[config.mk]
export PLATFORM = sky130hd
export DESIGN_NAME = lrurl_ctrl
export DESIGN_NICKNAME = d
export VERILOG_FILES = /design/src/design/lrurl_pkg.sv /design/src/design/lrurl_ctrl.sv
export SDC_FILE = /design/constraint.sdc
export NUM_CORES = 1
export LEC_CHECK = 0
export BUFFER_PORTS_ARGS = -buffer_cell sky130_fd_sc_hd__buf_2
export CAP_MARGIN = 20
export CORE_AREA = 2 2 39 41
export DETAILED_ROUTE_END_ITERATION = 10
export DIE_AREA = 0 0 41 43
export PLACE_DENSITY = 0.54
export SLEW_MARGIN = 10
export SYNTH_ARGS = -nofsm -noshare
export SYNTH_HDL_FRONTEND = slang
export SYNTH_SLANG_ARGS = --single-unit
[constraint.sdc]
create_clock -name aclk -period 1.2 [get_ports aclk]
set_input_delay 0.24 -clock aclk [delete_from_list [all_inputs] [get_ports aclk]]
set_output_delay 0.24 -clock aclk [all_outputs]
set_load 0.03 [all_outputs]
[src/design/lrurl_pkg.sv]
// ----------------------------------------------------------------------------
// lrurl_pkg
// Shared field widths, operation codes and controller/datapath bundles for
// the recency list core.
// ----------------------------------------------------------------------------
package lrurl_pkg;

    localparam int MODE_W   = 2;
    localparam int ID_W     = 10;
    localparam int CNT_W    = 11;
    localparam int S_DATA_W = 24;
    localparam int M_DATA_W = 16;

    localparam logic [MODE_W-1:0] MODE_ADD    = 2'd0;
    localparam logic [MODE_W-1:0] MODE_REMOVE = 2'd1;
    localparam logic [MODE_W-1:0] MODE_TOUCH  = 2'd2;
    localparam logic [MODE_W-1:0] MODE_NONE   = 2'd3;

    localparam logic [CNT_W-1:0] MAX_ENTRIES_RST = 11'd1024;

    typedef struct packed {
        logic load_item;
        logic rd_links;
        logic unlink_wr;
        logic link_a;
        logic link_b;
        logic sel_victim;
        logic load_result;
    } lrurl_cmd_t;

    typedef struct packed {
        logic              op_ok;
        logic [MODE_W-1:0] mode;
        logic              evicting;
        logic              evict_due;
        logic              head_valid;
        logic              out_free;
    } lrurl_stat_t;

endpackage

[src/design/lrurl_ctrl.sv]
// ----------------------------------------------------------------------------
// lrurl_ctrl
// Controller: sequences link reads, unlink, head link and eviction steps.
// ----------------------------------------------------------------------------
module lrurl_ctrl (
    input  logic                   aclk,
    input  logic                   aresetn,
    input  logic                   s_tvalid,
    output logic                   s_tready,
    input  lrurl_pkg::lrurl_stat_t stat,
    output lrurl_pkg::lrurl_cmd_t  cmd
);

    localparam logic [2:0] ST_IDLE = 3'd0;
    localparam logic [2:0] ST_RD   = 3'd1;
    localparam logic [2:0] ST_UNL  = 3'd2;
    localparam logic [2:0] ST_LNA  = 3'd3;
    localparam logic [2:0] ST_LNB  = 3'd4;
    localparam logic [2:0] ST_CHK  = 3'd5;
    localparam logic [2:0] ST_DONE = 3'd6;

    logic [2:0] state_reg;
    logic [2:0] state_next;

    always_comb begin
        state_next = state_reg;
        cmd        = '0;
        s_tready   = 1'b0;
        unique case (state_reg)
            ST_IDLE: begin
                s_tready = 1'b1;
                if (s_tvalid) begin
                    cmd.load_item = 1'b1;
                    state_next    = ST_RD;
                end
            end
            ST_RD: begin
                cmd.rd_links = 1'b1;
                if (stat.evicting) begin
                    state_next = ST_UNL;
                end else if (!stat.op_ok) begin
                    state_next = ST_DONE;
                end else if (stat.mode == lrurl_pkg::MODE_ADD) begin
                    state_next = ST_LNA;
                end else begin
                    state_next = ST_UNL;
                end
            end
            ST_UNL: begin
                cmd.unlink_wr = 1'b1;
                if (stat.evicting || stat.mode == lrurl_pkg::MODE_REMOVE) begin
                    state_next = ST_DONE;
                end else begin
                    state_next = ST_LNA;
                end
            end
            ST_LNA: begin
                cmd.link_a = 1'b1;
                state_next = stat.head_valid ? ST_LNB : ST_CHK;
            end
            ST_LNB: begin
                cmd.link_b = 1'b1;
                state_next = ST_CHK;
            end
            ST_CHK: begin
                if (stat.evict_due) begin
                    cmd.sel_victim = 1'b1;
                    state_next     = ST_RD;
                end else begin
                    state_next = ST_DONE;
                end
            end
            ST_DONE: begin
                if (stat.out_free) begin
                    cmd.load_result = 1'b1;
                    state_next      = ST_IDLE;
                end
            end
            default: begin
                state_next = ST_IDLE;
            end
        endcase
    end

    always_ff @(posedge aclk) begin
        if (!aresetn) begin
            state_reg <= ST_IDLE;
        end else begin
            state_reg <= state_next;
        end
    end

endmodule

==> results.md <==
* Clock power share at between 10 and 15%
* Synth top area share at between 20% and 30%
* Post-synth cell types at 26
* Die outline width at 41 um
* Setup violators final at 10
* Clock buffer depth at 2
* Syn Nets at 45
* Clock sink total at 3
* Overflow after GRT at 0
* CP Max Fanout at 13
* Seq/Total Area, Yosys at between 20 and 25%
* Count leader, synth: nor2_1
* Reg power frac at between 10% and 20%
* Met2 Usage GRT at around 23%
* Post-synth ARST share at 0%
* LEAKAGE at between 0.2 and 0.3 nW
* Starting Density at between 10% and 20%
* P_sw at 0.729 mW
* IO Port Bufs at 17
* IO Pins at 18
* Placer Congestion at roughly 0.66
* Slew HR at roughly 80%
* Synth Cell Area at approximately 270 um^2
* FF-to-FF Start: state_reg[1]
* Combinational share of power at around 70%
* Rows at 14
* Vias/cell at ~4.7
* Synthesized flop and latch total at 3
* Die area at ~1800 um^2
* GR Util All Layers at 13.6%
* Clk Latency, worst-skew pair at between 0.2 and 0.25 ns
* Area grow syn2layout at 102%
* P_int at around 0.89 mW
* Startpoint Class: register
* Worst-Margin Slew at between 0.2 and 0.3 ns
* Period utilisation layout at 110%
* Final setup margin at -0.125 ns
* PD cells at between 2000 and 3000 nW/um^2
* R2R cell count at 6
* Top cells by count, synth: nor2_1, dfxtp_1
* Max Clk Rate at about 750 MHz
* Critical path arrival at ~1.1 ns
* Syn_area_per_cell at slightly below 8 um^2
* Routed WL at roughly 960 um
* Max VDD drop at about 0.0011 V
* First-pass GRT wire length at 1570 um
* GRT Max-Usage Layer: met2
* CTS root buf: clkbuf_4
* Power, Total at about 1.6 mW
* Hold Crit Depth at 2
* Nets at 74
* CTS tree: done
* Final hold violations at 0
* Detail Placement HPWL at around 610 um
* Post-route minimum period at between 1 and 1.5 ns
* Met3 usage at slightly below 8%
* Drt pass-1 iters at 2
* RSZ-0062 raised after global routing: yes
* Layout cells sized above 1 at between 60% and 70%
* Met1 usage at between 10 and 15%
* Core ar. at 1380 um^2
* Crit path capture type: output pin
* Max-cap violations at 0
* HP Class: in2reg
* Violated checks: negative setup slack
* Post-Syn Instances at 35
* Switching share of power at ~45%
* Pins Over Slew Limit at 0
* CTS Buf Count at 3
* Synth area leader: dfxtp_1
* DRC viols at 0
* Status: finished with violations
* Largest net degree at the start of global routing at 14
* Height of the die at between 40 and 50 um
* Initial antenna violation count at 0
* WP data required at around 0.96 ns
* Register-to-register setup slack at -0.04 ns
* CTS H-tree depth at 1
* WHS at 0.267 ns
* EDFF count, synth at 0
* WL per Instance at about 12 um
* Vias in the first global route at 393
* Dominant cells by area after synthesis: dfxtp_1, nor2_1, nor3b_1, or2b_1, nor2b_1
* DRT iter0 DRCs at 4
* Final Skew at approximately 0.0046 ns
* Worst hold start: aresetn
* Vias post-DR at approximately 380
* Ys Warns at 0
* Max reg flops at 3
* Kind of critical path: reg2out
* Min-Delay Endpoint: state_reg[1]
* Antenna cells at 0
* FF-to-FF End: state_reg[0]
* Antenna-violating nets left at 0
* Synth Flop Type: dfxtp_1
* Clock transition at path regs at 0.04 ns
[power by group through the flow]
stage / sequential [mW] / combinational [mW] / clock [mW]
4_1_cts: 0.289 / 1.02 / 0.188
2_1_floorplan: 0.226 / 0.582 / 0
6_report: 0.310 / 1.13 / 0.184
3_3_place_gp: 0.247 / 0.804 / 0
3_5_place_dp: 0.247 / 0.802 / 0
5_1_grt: 0.329 / 1.19 / 0.209
[repair_timing]
action / CTS / global route
hold buffers: 0 / 0
endpoints found under the setup margin: 11 / 10
resized for setup: 24 / 4
pin swaps: 6 / 0
setup buffers: 3 / 1
[placed cells by master (no fill, tap or decap), types with 2 or more instances in the layout]
| master | n |
|---|---|
| buf_6 | 7 |
| nor2_1 | 2 |
| nand2_1 | 2 |
| clkbuf_4 | 4 |
| buf_4 | 8 |
| dfxtp_4 | 2 |
| buf_2 | 9 |
| or2b_1 | 2 |
[routing by layer]
layer | vias to the layer above | wire length [um] | part of all wire, %
met5 | - | 0 | 0
met2 | 10 | 546 | 57
met1 | 177 | 345 | 36
met3 | 2 | 45 | 4.7
li1 | 186 | - | -
met4 | 0 | 23 | 2.4
[logic make-up (layout without fill, tap and decap cells)]
kind of cell	Yosys count	in the layout	share of synthesized area, %
compound gates	7	7	20.7
buf+inv	2	30	5.53
simple gates	23	23	51.6
flops	3	3	22.1
[how the worst max path moves through the flow]
stage | start | to | slack [ns] | depth (start not counted)
final | state_reg[2] | cmd[2] | -0.12 | 2
after global routing | state_reg[2] | cmd[6] | -0.18 | 3
after CTS | state_reg[1] | cmd[0] | -0.12 | 3
after detailed placement | state_reg[0] | cmd[0] | -0.09 | 3
after global placement | state_reg[0] | cmd[0] | -0.08 | 3
after floorplan | state_reg[2] | cmd[6] | -0.28 | 3
[metrics by stage]
| step | setup slack [ns] | util [%] | instances | cell area, um^2 | TNS, ns |
|---|---|---|---|---|---|
| after floorplan | -0.276 | - | 35 | 285 | -0.438 |
| final | -0.125 | 39.7 | 79 | 549 | -0.864 |
| after global routing | -0.183 | 39.7 | 79 | 549 | -1.40 |
| after global placement | -0.0836 | 29.6 | 71 | 409 | -0.241 |
| after detailed placement | -0.0905 | 29.6 | 71 | 409 | -0.230 |
| after CTS | -0.119 | 38.0 | 78 | 526 | -0.823 |
[worst max-delay path, cell delays in order (launching register included)]
cell and delay [ns]:
dfxtp_4 0.42, nor3b_2 0.23, buf_4 0.19
[final cells by class]
type / instances / area (um^2)
tap: 16 / 20.0
timing repair buffer: 25 / 191
sequential: 3 / 68.8
multi-input combinational: 30 / 239
fill: 141 / 835
inverter: 1 / 3.75
clock buffer: 4 / 26.3
No activity file was read; power rests on OpenSTA's default activity.
